File: src/sv/gbx_pkg.sv
package gbx_pkg;

  // Sizes
  localparam int MAX_STRING   = 64;
  localparam int SWAP_BASIS   = 1024;  // power of two: the draw is masked, not divided
  localparam int RATE_ENTRIES = 4;

  localparam int GENE_W  = $clog2(MAX_STRING);
  localparam int LEN_W   = GENE_W + 1;
  localparam int SWAP_BITS = $clog2(SWAP_BASIS);
  localparam int BIAS_W  = SWAP_BITS + 1;
  localparam int RNG_W   = 32;
  localparam int DVS_W   = 16;
  localparam int THR_W   = 16;
  localparam int PTS_W   = 8;
  localparam int TYPE_W  = 3;
  localparam int CFG_IDX_W = 3;
  localparam int CFG_DATA_W = 64;
  localparam int POOL_DEPTH = MAX_STRING - 1;
  localparam int ENT_W   = (RATE_ENTRIES > 1) ? $clog2(RATE_ENTRIES) : 1;

  // Crossover modes
  localparam logic [TYPE_W-1:0] MODE_ONE   = 3'd1;
  localparam logic [TYPE_W-1:0] MODE_UNI   = 3'd2;
  localparam logic [TYPE_W-1:0] MODE_NOREP = 3'd3;
  localparam logic [TYPE_W-1:0] MODE_SCALE = 3'd4;

  // Register indexes
  localparam logic [CFG_IDX_W-1:0] CFG_TYPE   = 3'd0;
  localparam logic [CFG_IDX_W-1:0] CFG_LENGTH = 3'd1;
  localparam logic [CFG_IDX_W-1:0] CFG_BIAS   = 3'd2;
  localparam logic [CFG_IDX_W-1:0] CFG_FAMILY = 3'd3;
  localparam logic [CFG_IDX_W-1:0] CFG_FREQ   = 3'd4;
  localparam logic [CFG_IDX_W-1:0] CFG_THRESH = 3'd5;
  localparam logic [CFG_IDX_W-1:0] CFG_COUNTS = 3'd6;
  localparam logic [CFG_IDX_W-1:0] CFG_SEED   = 3'd7;

  // Register reset values
  localparam logic [TYPE_W-1:0]         RST_TYPE   = MODE_ONE;
  localparam logic [LEN_W-1:0]          RST_LENGTH = 7'd64;
  localparam logic [BIAS_W-1:0]         RST_BIAS   = 11'd512;
  localparam logic [GENE_W-1:0]         RST_FAMILY = 6'd1;
  localparam logic [DVS_W-1:0]          RST_FREQ   = 16'd1;
  localparam logic [RNG_W-1:0]          RST_SEED   = 32'd1;

  // Divisor selection for the modulo unit
  typedef logic [1:0] gbx_dsel_t;
  localparam gbx_dsel_t DSEL_LEN1   = 2'd0;
  localparam gbx_dsel_t DSEL_POINTS = 2'd1;
  localparam gbx_dsel_t DSEL_FREQ   = 2'd2;
  localparam gbx_dsel_t DSEL_LEN    = 2'd3;

  typedef struct packed {
    logic      take_in;
    logic      div_start;
    gbx_dsel_t div_sel;
    logic      uni_step;
    logic      one_cut;
    logic      nr_begin;
    logic      nr_fill;
    logic      nr_pick;
    logic      pick_rem;
    logic      nr_take;
    logic      nr_put;
    logic      sc_sel;
    logic      sc_mark;
    logic      sc_scan;
    logic      load_out;
  } gbx_cmd_t;

  typedef struct packed {
    logic [TYPE_W-1:0] mode;
    logic              div_done;
    logic              gene_last;
    logic              need_cycle;
    logic              fill_last;
    logic              points_gt1;
    logic              pts_zero;
    logic              cnt_last;
  } gbx_stat_t;

endpackage

File: src/sv/ga_bitstring_crossover.sv
// Channel  | Handshake            | Payload
// ---------+----------------------+-------------------------------------------
// input    | in_valid / in_stall  | in_parent_a, in_parent_b
// result   | out_valid / out_stall| out_child_a, out_child_b, out_cut_point,
//          |                      | out_points_used
// config   | cfg_we               | cfg_index, cfg_wdata
//
// One item at a time. L is the clamped string length. Every draw that needs a
// modulo goes through one shared restoring divider. A no-repeat item first
// fills the pool when a cycle starts; a scalable item that draws zero points
// is finished as a uniform item.
// The next item is taken while a finished result still waits on out_stall.
// Reset (rst_n low, synchronous) restores the registers and seeds the
// generator; the pool needs no clearing, it is filled at each cycle start.
module ga_bitstring_crossover import gbx_pkg::*; (
  input  logic                  clk,
  input  logic                  rst_n,
  // input items
  input  logic                  in_valid,
  output logic                  in_stall,
  input  logic [MAX_STRING-1:0] in_parent_a,
  input  logic [MAX_STRING-1:0] in_parent_b,
  // result items
  output logic                  out_valid,
  input  logic                  out_stall,
  output logic [MAX_STRING-1:0] out_child_a,
  output logic [MAX_STRING-1:0] out_child_b,
  output logic [GENE_W-1:0]     out_cut_point,
  output logic [PTS_W-1:0]      out_points_used,
  // configuration writes
  input  logic                  cfg_we,
  input  logic [CFG_IDX_W-1:0]  cfg_index,
  input  logic [CFG_DATA_W-1:0] cfg_wdata
);

  gbx_cmd_t  cmd;
  gbx_stat_t stat;

  // Sequence the modes: dispatch, divider waits, gene loops, pool steps
  gbx_ctrl u_ctrl (
    .clk       (clk),
    .rst_n     (rst_n),
    .in_valid  (in_valid),
    .in_stall  (in_stall),
    .out_valid (out_valid),
    .out_stall (out_stall),
    .stat      (stat),
    .cmd       (cmd)
  );

  // Hold registers, generator, divider, pool and the result register
  gbx_dp u_dp (
    .clk         (clk),
    .rst_n       (rst_n),
    .cfg_we      (cfg_we),
    .cfg_index   (cfg_index),
    .cfg_wdata   (cfg_wdata),
    .parent_a    (in_parent_a),
    .parent_b    (in_parent_b),
    .cmd         (cmd),
    .stat        (stat),
    .child_a     (out_child_a),
    .child_b     (out_child_b),
    .cut_point   (out_cut_point),
    .points_used (out_points_used)
  );

endmodule

File: src/sv/gbx_div.sv
module gbx_div import gbx_pkg::*; (
  input  logic             clk,
  input  logic             rst_n,
  input  logic             start,
  input  logic [RNG_W-1:0] dividend,
  input  logic [DVS_W-1:0] divisor,
  output logic             done,
  output logic [DVS_W-1:0] rem
);

  localparam int CNT_W = $clog2(RNG_W);

  logic             busy_r, busy_nxt;
  logic             done_r, done_nxt;
  logic [CNT_W-1:0] cnt_r, cnt_nxt;
  logic [RNG_W-1:0] dvd_r, dvd_nxt;
  logic [DVS_W-1:0] dvs_r, dvs_nxt;
  logic [DVS_W-1:0] rem_r, rem_nxt;
  logic [DVS_W:0]   shifted;

  // restoring division, one quotient bit per cycle; only the remainder is kept
  always_comb begin
    busy_nxt = busy_r;
    done_nxt = 1'b0;
    cnt_nxt  = cnt_r;
    dvd_nxt  = dvd_r;
    dvs_nxt  = dvs_r;
    rem_nxt  = rem_r;
    shifted  = {rem_r, dvd_r[RNG_W-1]};
    if (start && !busy_r) begin
      busy_nxt = 1'b1;
      cnt_nxt  = '0;
      dvd_nxt  = dividend;
      dvs_nxt  = divisor;
      rem_nxt  = '0;
    end else if (busy_r) begin
      dvd_nxt = {dvd_r[RNG_W-2:0], 1'b0};
      if (shifted >= {1'b0, dvs_r}) begin
        rem_nxt = DVS_W'(shifted - {1'b0, dvs_r});
      end else begin
        rem_nxt = shifted[DVS_W-1:0];
      end
      cnt_nxt = cnt_r + CNT_W'(1);
      if (cnt_r == CNT_W'(RNG_W - 1)) begin
        busy_nxt = 1'b0;
        done_nxt = 1'b1;
      end
    end
  end

  always_ff @(posedge clk) begin
    if (!rst_n) begin
      busy_r <= 1'b0;
      done_r <= 1'b0;
      cnt_r  <= '0;
    end else begin
      busy_r <= busy_nxt;
      done_r <= done_nxt;
      cnt_r  <= cnt_nxt;
    end
  end

  always_ff @(posedge clk) begin
    dvd_r <= dvd_nxt;
    dvs_r <= dvs_nxt;
    rem_r <= rem_nxt;
  end

  assign done = done_r;
  assign rem  = rem_r;

endmodule

File: src/sv/gbx_ctrl.sv
module gbx_ctrl import gbx_pkg::*; (
  input  logic      clk,
  input  logic      rst_n,
  input  logic      in_valid,
  output logic      in_stall,
  output logic      out_valid,
  input  logic      out_stall,
  input  gbx_stat_t stat,
  output gbx_cmd_t  cmd
);

  localparam logic [3:0] S_IDLE    = 4'd0;
  localparam logic [3:0] S_DISP    = 4'd1;
  localparam logic [3:0] S_ONE_W   = 4'd2;
  localparam logic [3:0] S_UNI     = 4'd3;
  localparam logic [3:0] S_NR_FILL = 4'd4;
  localparam logic [3:0] S_NR_PICK = 4'd5;
  localparam logic [3:0] S_NR_W    = 4'd6;
  localparam logic [3:0] S_NR_TAKE = 4'd7;
  localparam logic [3:0] S_NR_PUT  = 4'd8;
  localparam logic [3:0] S_SC_W    = 4'd9;
  localparam logic [3:0] S_SC_CHK  = 4'd10;
  localparam logic [3:0] S_SC_MW   = 4'd11;
  localparam logic [3:0] S_SC_SCAN = 4'd12;
  localparam logic [3:0] S_DONE    = 4'd13;

  logic [3:0] state_r, state_nxt;
  logic       out_valid_r, out_valid_nxt;
  logic       out_free;

  assign out_free = !out_valid_r || !out_stall;

  always_comb begin
    cmd       = '0;
    state_nxt = state_r;
    unique case (state_r)
      S_IDLE: begin
        if (in_valid) begin
          cmd.take_in = 1'b1;
          state_nxt   = S_DISP;
        end
      end
      S_DISP: begin
        unique case (stat.mode)
          MODE_ONE: begin
            cmd.div_start = 1'b1;
            cmd.div_sel   = DSEL_LEN1;
            state_nxt     = S_ONE_W;
          end
          MODE_UNI: state_nxt = S_UNI;
          MODE_NOREP: begin
            if (stat.need_cycle) begin
              cmd.nr_begin = 1'b1;
              state_nxt    = S_NR_FILL;
            end else begin
              state_nxt = S_NR_PICK;
            end
          end
          MODE_SCALE: begin
            cmd.div_start = 1'b1;
            cmd.div_sel   = DSEL_FREQ;
            state_nxt     = S_SC_W;
          end
          default: state_nxt = S_DONE;
        endcase
      end
      S_ONE_W: begin
        if (stat.div_done) begin
          cmd.one_cut = 1'b1;
          state_nxt   = S_DONE;
        end
      end
      S_UNI: begin
        cmd.uni_step = 1'b1;
        if (stat.gene_last) state_nxt = S_DONE;
      end
      S_NR_FILL: begin
        cmd.nr_fill = 1'b1;
        if (stat.fill_last) state_nxt = S_NR_PICK;
      end
      S_NR_PICK: begin
        if (stat.points_gt1) begin
          cmd.div_start = 1'b1;
          cmd.div_sel   = DSEL_POINTS;
          state_nxt     = S_NR_W;
        end else begin
          cmd.nr_pick = 1'b1;
          state_nxt   = S_NR_TAKE;
        end
      end
      S_NR_W: begin
        if (stat.div_done) begin
          cmd.nr_pick  = 1'b1;
          cmd.pick_rem = 1'b1;
          state_nxt    = S_NR_TAKE;
        end
      end
      S_NR_TAKE: begin
        cmd.nr_take = 1'b1;
        state_nxt   = S_NR_PUT;
      end
      S_NR_PUT: begin
        cmd.nr_put = 1'b1;
        state_nxt  = S_DONE;
      end
      S_SC_W: begin
        if (stat.div_done) begin
          cmd.sc_sel = 1'b1;
          state_nxt  = S_SC_CHK;
        end
      end
      S_SC_CHK: begin
        if (stat.pts_zero) begin
          state_nxt = S_UNI;
        end else begin
          cmd.div_start = 1'b1;
          cmd.div_sel   = DSEL_LEN;
          state_nxt     = S_SC_MW;
        end
      end
      S_SC_MW: begin
        if (stat.div_done) begin
          cmd.sc_mark = 1'b1;
          if (stat.cnt_last) begin
            state_nxt = S_SC_SCAN;
          end else begin
            cmd.div_start = 1'b1;
            cmd.div_sel   = DSEL_LEN;
          end
        end
      end
      S_SC_SCAN: begin
        cmd.sc_scan = 1'b1;
        if (stat.gene_last) state_nxt = S_DONE;
      end
      S_DONE: begin
        if (out_free) begin
          cmd.load_out = 1'b1;
          state_nxt    = S_IDLE;
        end
      end
      default: state_nxt = S_IDLE;
    endcase
  end

  always_comb begin
    out_valid_nxt = out_valid_r;
    if (cmd.load_out) begin
      out_valid_nxt = 1'b1;
    end else if (out_valid_r && !out_stall) begin
      out_valid_nxt = 1'b0;
    end
  end

  always_ff @(posedge clk) begin
    if (!rst_n) begin
      state_r     <= S_IDLE;
      out_valid_r <= 1'b0;
    end else begin
      state_r     <= state_nxt;
      out_valid_r <= out_valid_nxt;
    end
  end

  assign in_stall  = (state_r != S_IDLE);
  assign out_valid = out_valid_r;

endmodule

File: src/sv/gbx_dp.sv
module gbx_dp import gbx_pkg::*; (
  input  logic                  clk,
  input  logic                  rst_n,
  input  logic                  cfg_we,
  input  logic [CFG_IDX_W-1:0]  cfg_index,
  input  logic [CFG_DATA_W-1:0] cfg_wdata,
  input  logic [MAX_STRING-1:0] parent_a,
  input  logic [MAX_STRING-1:0] parent_b,
  input  gbx_cmd_t              cmd,
  output gbx_stat_t             stat,
  output logic [MAX_STRING-1:0] child_a,
  output logic [MAX_STRING-1:0] child_b,
  output logic [GENE_W-1:0]     cut_point,
  output logic [PTS_W-1:0]      points_used
);

  // Genes strictly above cut x; none when x is the top index
  function automatic logic [MAX_STRING-1:0] above_cut(input logic [GENE_W-1:0] x);
    logic [MAX_STRING-1:0] m;
    m = '0;
    if (x < GENE_W'(MAX_STRING - 1)) begin
      m = ~((MAX_STRING'(2) << x) - MAX_STRING'(1));
    end
    return m;
  endfunction

  // Configuration
  logic [TYPE_W-1:0]             type_r;
  logic [LEN_W-1:0]              length_r;
  logic [BIAS_W-1:0]             bias_r;
  logic [GENE_W-1:0]             family_r;
  logic [DVS_W-1:0]              freq_r;
  logic [RATE_ENTRIES*THR_W-1:0] thresh_r;
  logic [RATE_ENTRIES*PTS_W-1:0] counts_r;

  // Generator and no-repeat bookkeeping
  logic [RNG_W-1:0]  rng_r;
  logic [GENE_W-1:0] points_left_r;
  logic [GENE_W-1:0] pairs_left_r;

  // Per-item working registers
  logic [MAX_STRING-1:0] a_r, b_r;
  logic [MAX_STRING-1:0] swapm_r, marks_r;
  logic                  flip_r;
  logic [GENE_W-1:0]     gene_r;
  logic [GENE_W-1:0]     cut_r;
  logic [PTS_W-1:0]      pts_r, cnt_r;
  logic [GENE_W-1:0]     k_r;

  // Point pool
  logic [GENE_W-1:0] pool_mem [0:POOL_DEPTH-1];
  logic [GENE_W-1:0] pool_rdata_r;
  logic [GENE_W-1:0] pool_raddr, pool_waddr, pool_wdata;
  logic              pool_we;

  // Output register
  logic [MAX_STRING-1:0] child_a_r, child_b_r;
  logic [GENE_W-1:0]     cut_out_r;
  logic [PTS_W-1:0]      pts_out_r;

  // Derived values
  logic [RNG_W-1:0]      x1, x2, draw_w;
  logic [LEN_W-1:0]      len_w;
  logic [GENE_W-1:0]     len_m1_w;
  logic [MAX_STRING-1:0] lenmask_w;
  logic [GENE_W-1:0]     fam1_w, fam_w;
  logic [DVS_W-1:0]      divisor_w;
  logic                  div_done;
  logic [DVS_W-1:0]      div_rem;
  logic [ENT_W-1:0]      sel_e;
  logic [PTS_W-1:0]      sel_cnt;
  logic                  uni_swap;
  logic                  flip_nxt;
  logic [GENE_W-1:0]     pick_k;

  assign x1     = rng_r ^ (rng_r << 13);
  assign x2     = x1 ^ (x1 >> 17);
  assign draw_w = x2 ^ (x2 << 5);

  always_comb begin
    if (length_r < LEN_W'(2)) begin
      len_w = LEN_W'(2);
    end else if (length_r > LEN_W'(MAX_STRING)) begin
      len_w = LEN_W'(MAX_STRING);
    end else begin
      len_w = length_r;
    end
  end

  assign len_m1_w  = GENE_W'(len_w - LEN_W'(1));
  assign lenmask_w = ~({MAX_STRING{1'b1}} << len_w);
  assign fam1_w    = (family_r == '0) ? GENE_W'(1) : family_r;
  assign fam_w     = (fam1_w > len_m1_w) ? len_m1_w : fam1_w;

  always_comb begin
    unique case (cmd.div_sel)
      DSEL_LEN1:   divisor_w = DVS_W'(len_m1_w);
      DSEL_POINTS: divisor_w = DVS_W'(points_left_r);
      DSEL_FREQ:   divisor_w = (freq_r == '0) ? DVS_W'(1) : freq_r;
      DSEL_LEN:    divisor_w = DVS_W'(len_w);
      default:     divisor_w = DVS_W'(1);
    endcase
  end

  gbx_div u_div (
    .clk      (clk),
    .rst_n    (rst_n),
    .start    (cmd.div_start),
    .dividend (draw_w),
    .divisor  (divisor_w),
    .done     (div_done),
    .rem      (div_rem)
  );

  // first entry whose threshold is not below the draw modulo the frequency, else the last one
  always_comb begin
    sel_e = ENT_W'(RATE_ENTRIES - 1);
    for (int i = RATE_ENTRIES - 1; i >= 0; i--) begin
      if (thresh_r[i*THR_W +: THR_W] >= div_rem) sel_e = ENT_W'(i);
    end
  end

  assign sel_cnt  = counts_r[sel_e*PTS_W +: PTS_W];
  assign uni_swap = ({1'b0, draw_w[SWAP_BITS-1:0]} >= bias_r);
  assign flip_nxt = flip_r ^ marks_r[gene_r];
  assign pick_k   = cmd.pick_rem ? div_rem[GENE_W-1:0] : '0;

  // Configuration registers and generator
  always_ff @(posedge clk) begin
    if (!rst_n) begin
      type_r   <= RST_TYPE;
      length_r <= RST_LENGTH;
      bias_r   <= RST_BIAS;
      family_r <= RST_FAMILY;
      freq_r   <= RST_FREQ;
      thresh_r <= '0;
      counts_r <= '0;
      rng_r    <= RST_SEED;
    end else begin
      if (cfg_we) begin
        unique case (cfg_index)
          CFG_TYPE:   type_r   <= cfg_wdata[TYPE_W-1:0];
          CFG_LENGTH: length_r <= cfg_wdata[LEN_W-1:0];
          CFG_BIAS:   bias_r   <= cfg_wdata[BIAS_W-1:0];
          CFG_FAMILY: family_r <= cfg_wdata[GENE_W-1:0];
          CFG_FREQ:   freq_r   <= cfg_wdata[DVS_W-1:0];
          CFG_THRESH: thresh_r <= cfg_wdata[RATE_ENTRIES*THR_W-1:0];
          CFG_COUNTS: counts_r <= cfg_wdata[RATE_ENTRIES*PTS_W-1:0];
          CFG_SEED:   rng_r    <= cfg_wdata[RNG_W-1:0];
          default: ;
        endcase
      end else if (cmd.div_start || cmd.uni_step) begin
        rng_r <= draw_w;
      end
    end
  end

  // No-repeat counters
  always_ff @(posedge clk) begin
    if (!rst_n) begin
      points_left_r <= '0;
      pairs_left_r  <= '0;
    end else if (cmd.nr_begin) begin
      points_left_r <= len_m1_w;
      pairs_left_r  <= fam_w;
    end else if (cmd.nr_take) begin
      points_left_r <= points_left_r - GENE_W'(1);
      pairs_left_r  <= pairs_left_r - GENE_W'(1);
    end
  end

  // Pool memory: one write, one registered read
  always_comb begin
    pool_we    = cmd.nr_fill || cmd.nr_put;
    pool_waddr = cmd.nr_fill ? gene_r : k_r;
    pool_wdata = cmd.nr_fill ? gene_r : pool_rdata_r;
    pool_raddr = cmd.nr_pick ? pick_k : (points_left_r - GENE_W'(1));
  end

  always_ff @(posedge clk) begin
    if (pool_we) pool_mem[pool_waddr] <= pool_wdata;
    pool_rdata_r <= pool_mem[pool_raddr];
  end

  // Working registers
  always_ff @(posedge clk) begin
    if (cmd.take_in) begin
      a_r     <= parent_a;
      b_r     <= parent_b;
      swapm_r <= '0;
      marks_r <= '0;
      flip_r  <= 1'b0;
      gene_r  <= '0;
      cut_r   <= '0;
      pts_r   <= '0;
    end else begin
      if (cmd.uni_step) begin
        swapm_r[gene_r] <= uni_swap;
        gene_r          <= gene_r + GENE_W'(1);
      end
      if (cmd.sc_scan) begin
        swapm_r[gene_r] <= flip_nxt;
        flip_r          <= flip_nxt;
        gene_r          <= gene_r + GENE_W'(1);
      end
      if (cmd.nr_begin) gene_r <= '0;
      if (cmd.nr_fill) gene_r <= gene_r + GENE_W'(1);
      if (cmd.one_cut) begin
        cut_r   <= div_rem[GENE_W-1:0];
        swapm_r <= above_cut(div_rem[GENE_W-1:0]);
        pts_r   <= PTS_W'(1);
      end
      if (cmd.nr_pick) k_r <= pick_k;
      if (cmd.nr_take) begin
        cut_r   <= pool_rdata_r;
        swapm_r <= above_cut(pool_rdata_r);
        pts_r   <= PTS_W'(1);
      end
      if (cmd.sc_sel) begin
        pts_r <= sel_cnt;
        cnt_r <= sel_cnt;
      end
      if (cmd.sc_mark) begin
        marks_r[div_rem[GENE_W-1:0]] <= 1'b1;
        cnt_r                        <= cnt_r - PTS_W'(1);
      end
    end
  end

  // Result register
  always_ff @(posedge clk) begin
    if (cmd.load_out) begin
      child_a_r <= ((a_r & ~swapm_r) | (b_r & swapm_r)) & lenmask_w;
      child_b_r <= ((b_r & ~swapm_r) | (a_r & swapm_r)) & lenmask_w;
      cut_out_r <= cut_r;
      pts_out_r <= pts_r;
    end
  end

  assign stat.mode       = type_r;
  assign stat.div_done   = div_done;
  assign stat.gene_last  = (gene_r == len_m1_w);
  assign stat.need_cycle = (pairs_left_r == '0) || (points_left_r == '0);
  assign stat.fill_last  = (gene_r == (points_left_r - GENE_W'(1)));
  assign stat.points_gt1 = (points_left_r > GENE_W'(1));
  assign stat.pts_zero   = (pts_r == '0);
  assign stat.cnt_last   = (cnt_r == PTS_W'(1));

  assign child_a     = child_a_r;
  assign child_b     = child_b_r;
  assign cut_point   = cut_out_r;
  assign points_used = pts_out_r;

endmodule

File: config.mk
export PLATFORM = sky130hd
export DESIGN_NAME = ga_bitstring_crossover
export DESIGN_NICKNAME = d
export VERILOG_FILES = /design/src/sv/gbx_pkg.sv /design/src/sv/ga_bitstring_crossover.sv /design/src/sv/gbx_div.sv /design/src/sv/gbx_ctrl.sv /design/src/sv/gbx_dp.sv
export SDC_FILE = /design/constraint.sdc
export NUM_CORES = 2
export LEC_CHECK = 0
export BUFFER_PORTS_ARGS = -buffer_cell sky130_fd_sc_hd__buf_2
export CORE_MARGIN = 2
export CORE_UTILIZATION = 40
export DETAILED_ROUTE_END_ITERATION = 6
export HOLD_SLACK_MARGIN = 0.06
export MAX_ROUTING_LAYER = met4
export SYNTH_ARGS = -nofsm -noshare
export SYNTH_HDL_FRONTEND = slang
export SYNTH_HIERARCHICAL = 1
export SYNTH_SLANG_ARGS = --single-unit
File: constraint.sdc
create_clock -name clk -period 7.8 [get_ports clk]
set_input_delay 0.78 -clock clk [delete_from_list [all_inputs] [get_ports clk]]
set_output_delay 0.78 -clock clk [all_outputs]
set_load 0.03 [all_outputs]
* Word-level counts from Yosys, hierarchy flattened
Memories as Yosys holds them, arrays and structs flattened. A register that Yosys moved wholly into a read port is not among the register bits. Index checks and enable logic that the tools add are counted.
Storage, ports and cells: flip-flop bits (word level) 676, RAM bits 378, input bits 200, memories 1
Cells by class: add/sub/neg operators 9, order comparisons 15, equal/unequal tests 41, shift-type cells 4, muxes and demuxes 97, bitwise gates (word level) 20, reduce and logical (&&, ||, !) cells 42
Memories:
- u_dp.pool_mem | words 63, width 6, rd ports 1, clocked after memory_dff 1, write ports 1, line gbx_dp.sv:51 | logic [GENE_W-1:0] pool_mem [0:POOL_DEPTH-1];
Operators with widths (count):
- $mux 64 | 7
- $and 64x64->64 | 6
- $not 64->64 | 4
- $or 64x64->64 | 3
- $mux 32 | 5
- $bwmux 64 | 2
- $shl 2x6->64 const A | 2
- $sub 64x2->64 const B | 2
- $mux 6 | 16
- $pmux 16 s4 | 1
- $shl 64x7->64 const A | 1
- $xor 32x32->32 | 2
- $pmux 4 s13 | 1
- $ge 16x16->1 | 3
- $mux 4 | 10
- $mux 8 | 5
- $mux 1 | 32
- $mux 16 | 2
- $shiftx 32x6->8 | 1
- $xor 32x15->32 | 1
- $eq 4x4->1 const B | 6
- $reduce_and 2->1 | 10
- $logic_not 6->1 | 3
- $sub 6x1->6 const B | 3
- 51 further kinds | 100

* Longest topological paths before layout
word-level depth 11, depth in mapped cells 19, mapped depth without buffers 14

* Hierarchy
The synthesis kept the hierarchy.
By module, submodules not included:
- gbx_dp | instances 1, cells each 3917, area an instance 45189.6 um^2, sequential area each 26325.2 um^2
- gbx_div | instances 1, cells each 338, area an instance 3774.9 um^2, sequential area each 1901.8 um^2
- gbx_ctrl | instances 1, cells each 101, area an instance 673.1 um^2, sequential area each 100.1 um^2

* Worst setup path after synthesis
OpenSTA, ideal clock, no wires.
path type register to register, start point reg u_ctrl.state_r[1], end point reg u_dp.cnt_r[0] (enable), data arrival time 5090 ps, required time 7515 ps, setup slack 2424 ps, stages on the path, launching flop included 9, buffers on the path 5, clock period less this slack 5376 ps, cell sequence dfxtp_1 buf_4 buf_2 nor2_1 and3_1 clkbuf_1 clkbuf_1 clkbuf_1 nor2_1
RTL lines:
- start: declaration | line gbx_ctrl.sv:27 | logic [3:0] state_r, state_nxt;
- start signal: assignment | line gbx_ctrl.sv:160 | state_r <= state_nxt;
- end signal: assignment | line gbx_dp.sv:221 | cnt_r <= sel_cnt;
- end signal: assignment | line gbx_dp.sv:225 | cnt_r <= cnt_r - PTS_W'(1);
- end: declaration | line gbx_dp.sv:47 | logic [PTS_W-1:0] pts_r, cnt_r;

==> impl_metrics.ini <==
[outcome]
outcome = complete, no violations

[clocking]
cts_max_path_buffers = 3
cts.sinks = 1060
cts_tree = yes
clk_pin_slew_ns = 0.07
h-tree-depth = 3
cts_buffers = 114
clk-insertion-delay-late_ns = 0.75
cts_resized = 0
cts-root-buf = clkbuf_16
postCtsSetupRepairBufs = 0
ctsHoldBuffers = 0

[timing]
setup_viol = 0
clock_skew_ns = 0.0736
worstMarginPinSlew_ns = 1.21
finalHoldViolCount = 0
grt_setup_unrepaired = no
drv_slew = 0
period_share = 0.675
layout_setup_ws_ns = 2.53
fin_crit_ns = 5.27
fmax_mhz = 190
slew_headroom = 0.195
fin_setup_tns_ns = 0

[pwr]
p_int_w = 0.0126
switching_share = 0.347
pwr-share-comb = 0.312
p_leak_nw = 20.3
p_sw_w = 0.00670
clkPwrFrac = 0.301
ir_drop_v = 0.000314
seq_power_share = 0.387
power.density_nw_per_um2 = 339

[yosys]
synthesis.nets = 4652
synth.top_cells.by_count = 710 x edfxtp_1, 481 x nor2_1, 440 x nand2_1, 350 x dfxtp_1, 338 x a21oi_1
syn_avg_cell_area_um2 = 11.4
synthTopCellsByArea = edfxtp_1 43%, dfxtp_1 14%, mux2i_1 4.7%
ys_types = 90
yosysMostFrequentCell = edfxtp_1
ys_seq_area_frac = 0.571
synth_edf_count = 710
synth_top_cell_area_share = 0.430
synth-seq-cells = 1060
async_reset_ff_frac = 0
syn_inst = 4356
ys_warn_count = 6
synth_top_cell_by_area = edfxtp_1
synth_area_um2 = 49600
synth-main-ff-cell = edfxtp_1

[floorplanning]
io-pin-count = 344
die-area_um2 = 127000
die_x_um = 356
core-area_um2 = 123000
chipHeight_um = 356
initial_core_util = 0.402
rows = 129

[detailed_routing]
drtIter0Drc = 4238
totalWireLength_um = 151000
dr.pass1.iters = 6
wl_per_cell_um = 23.8
drc = 0
vias_per_cell = 5.74
ant_nets = 0
vias = 36347

[setup_path]
cp-startpoint = u_dp/points_left_r[0]$_SDFFE_PN0P_
crit_chain = inv_1 > ha_1 > o21ai_0 > nor2_1 > a21oi_1 > nor3b_2 > buf_4 > o21ai_4 > buf_4 > mux4_2 > nor2b_1 > a211oi_1 > a211oi_1 > a211oi_1 > a31oi_1
critical_path.top_delay_family = compound AO/OA/AOI/OAI gates
critPathSlowestCell = o21ai_4
r2r_setup_slack_ns = 2.53
worstSetupPathType = reg2reg
startpoint_type = register
end_kind = register
reg2reg_to = u_dp/pool_rdata_r[5]$_DFF_P_
slowest_delay_ns = 0.60
cp.required_ns = 8.37
ff2ff_path_depth = 15
cp_max_fo = 21
cp.arrival_ns = 5.84
crit_path_frequent_cell = a211oi_1
timing.critical_path.buf_inv = 3
regToRegStartpoint = u_dp/points_left_r[0]$_SDFFE_PN0P_

[placement]
portBuffers = 327
gp_congestion = 0.973
place_ws_ns = 2.50
dpl.hpwl_um = 103000

[worst_hold_path]
hp-class = in2reg
hold_path_depth = 1
hp-start = in_parent_a[45]
whs_endpoint = u_dp/a_r[45]$_DFFE_PP_

[grt]
overflow = 0
grt_max_degree = 168
antenna_found_initial = 2
grt_pass1_vias = 34380
track_usage = 0.239
grt_first_pass_wirelength_um = 224000

[final_layout]
syn2layout_area_growth_pct = 14.8
drive_gt1_frac = 0.174
fin_nets = 4885

[run]
cap_violations = 0
-- kinds of logic after synthesis --
logic type      share of synthesized area
compound gates                      0.129
xor+xnor                           0.0233
fa+ha+maj                          0.0246
buf+inv                            0.0308
flops                               0.571
mux                                 0.104
simple gates                        0.118
-- power by group through the flow --
stage	Clock, W	Sequential [W]	Combinational [W]
floorplan	0	0.00748	0.00419
global placement	0	0.00757	0.00590
detailed placement	0	0.00758	0.00595
CTS	0.00592	0.00747	0.00598
global route	0.00614	0.00753	0.00656
finish	0.00582	0.00748	0.00603
-- metal layers --
| metal | track usage | wire length (um) | vias up |
|---|---|---|---|
| li1 | - | - | 16618 |
| met5 | - | 0 | - |
| met4 | 0.0684 | 3860 | 0 |
| met2 | 0.369 | 69600 | 1482 |
| met3 | 0.0380 | 11500 | 234 |
| met1 | 0.325 | 65900 | 18013 |
-- area by class of cell --
type                    instances  area (um^2)
fillers                     11371        66500
flip-flops and latches       1060        28300
multi-input cells            2919        20000
clock buffers                 150         3200
repair buffers                403         2240
well taps                    1637         2050
clock inverters                66          877
inverters                      91          344
diodes                          4         10.0
-- flip-flops by register name, summed over array words and instances (netlist names), 7 cells and up --
| register | flops |
|---|---|
| u_dp/pool_mem | 378 |
| u_dp/a_r | 64 |
| u_dp/b_r | 64 |
| u_dp/child_a | 64 |
| u_dp/child_b | 64 |
| u_dp/marks_r | 64 |
| u_dp/swapm_r | 64 |
| u_dp/thresh_r | 48 |
| u_dp/counts_r | 32 |
| u_dp/rng_r | 32 |
| u_dp/u_div/dvd_r | 32 |
| u_dp/freq_r | 16 |
| u_dp/u_div/dvs_r | 16 |
| u_dp/u_div/rem | 16 |
| u_dp/bias_r | 11 |
| u_dp/cnt_r | 8 |
| u_dp/points_used | 8 |
| u_dp/pts_r | 8 |
| u_dp/length_r | 7 |
-- placed cells by master, fill, tap and decap left out, types with 18 or more instances in the layout --
master	instances
a211oi_1	78
a21o_1	48
a21oi_1	337
a31oi_1	51
a41oi_1	21
and2_1	27
buf_2	327
buf_4	73
bufinv_16	18
clkbuf_1	18
clkbuf_16	118
dfxtp_1	348
edfxtp_1	710
ha_1	95
inv_1	88
mux2_2	54
mux2i_1	228
mux4_2	98
nand2_1	440
nand2b_1	51
nand3_1	69
nand4_1	23
nor2_1	476
nor2b_1	63
nor3_1	41
o211ai_1	45
o21ai_0	148
o22ai_1	19
o311ai_0	37
o31ai_1	29
or2_2	25
xnor2_1	83
xor2_1	44
-- how the worst max path moves through the flow --
stage,cells past startpoint,slack [ns],end
finish,15,2.53,u_dp/pool_rdata_r[5]$_DFF_P_
global route,15,2.13,u_dp/pool_rdata_r[5]$_DFF_P_
CTS,15,2.46,u_dp/pool_rdata_r[5]$_DFF_P_
detailed placement,15,2.50,u_dp/pool_rdata_r[5]$_DFF_P_
global placement,15,2.59,u_dp/pool_rdata_r[5]$_DFF_P_
floorplan,8,2.42,u_dp/cnt_r[0]$_DFFE_PP_
-- worst reg2reg max path, cell delays in order (launching register included) --
cell and delay, ns:
dfxtp_1 0.56, inv_1 0.12, ha_1 0.29, o21ai_0 0.48, nor2_1 0.13, a21oi_1 0.22
nor3b_2 0.07, buf_4 0.24, o21ai_4 0.61, buf_4 0.54, mux4_2 0.57, nor2b_1 0.14
a211oi_1 0.42, a211oi_1 0.09, a211oi_1 0.53, a31oi_1 0.08
-- per-stage QoR --
step,std cells,instance area (um^2),util,power [W],hold slack [ns]
after floorplan,4356,49600,-,0.0117,0.401
after global placement,6110,52900,0.429,0.0135,0.413
after detailed placement,6110,52900,0.429,0.0135,0.414
after CTS,6326,57000,0.462,0.0194,0.157
after global routing,6327,57000,0.462,0.0202,0.181
final,6330,57000,0.462,0.0193,0.207
(Power assumes the default switching activity.)
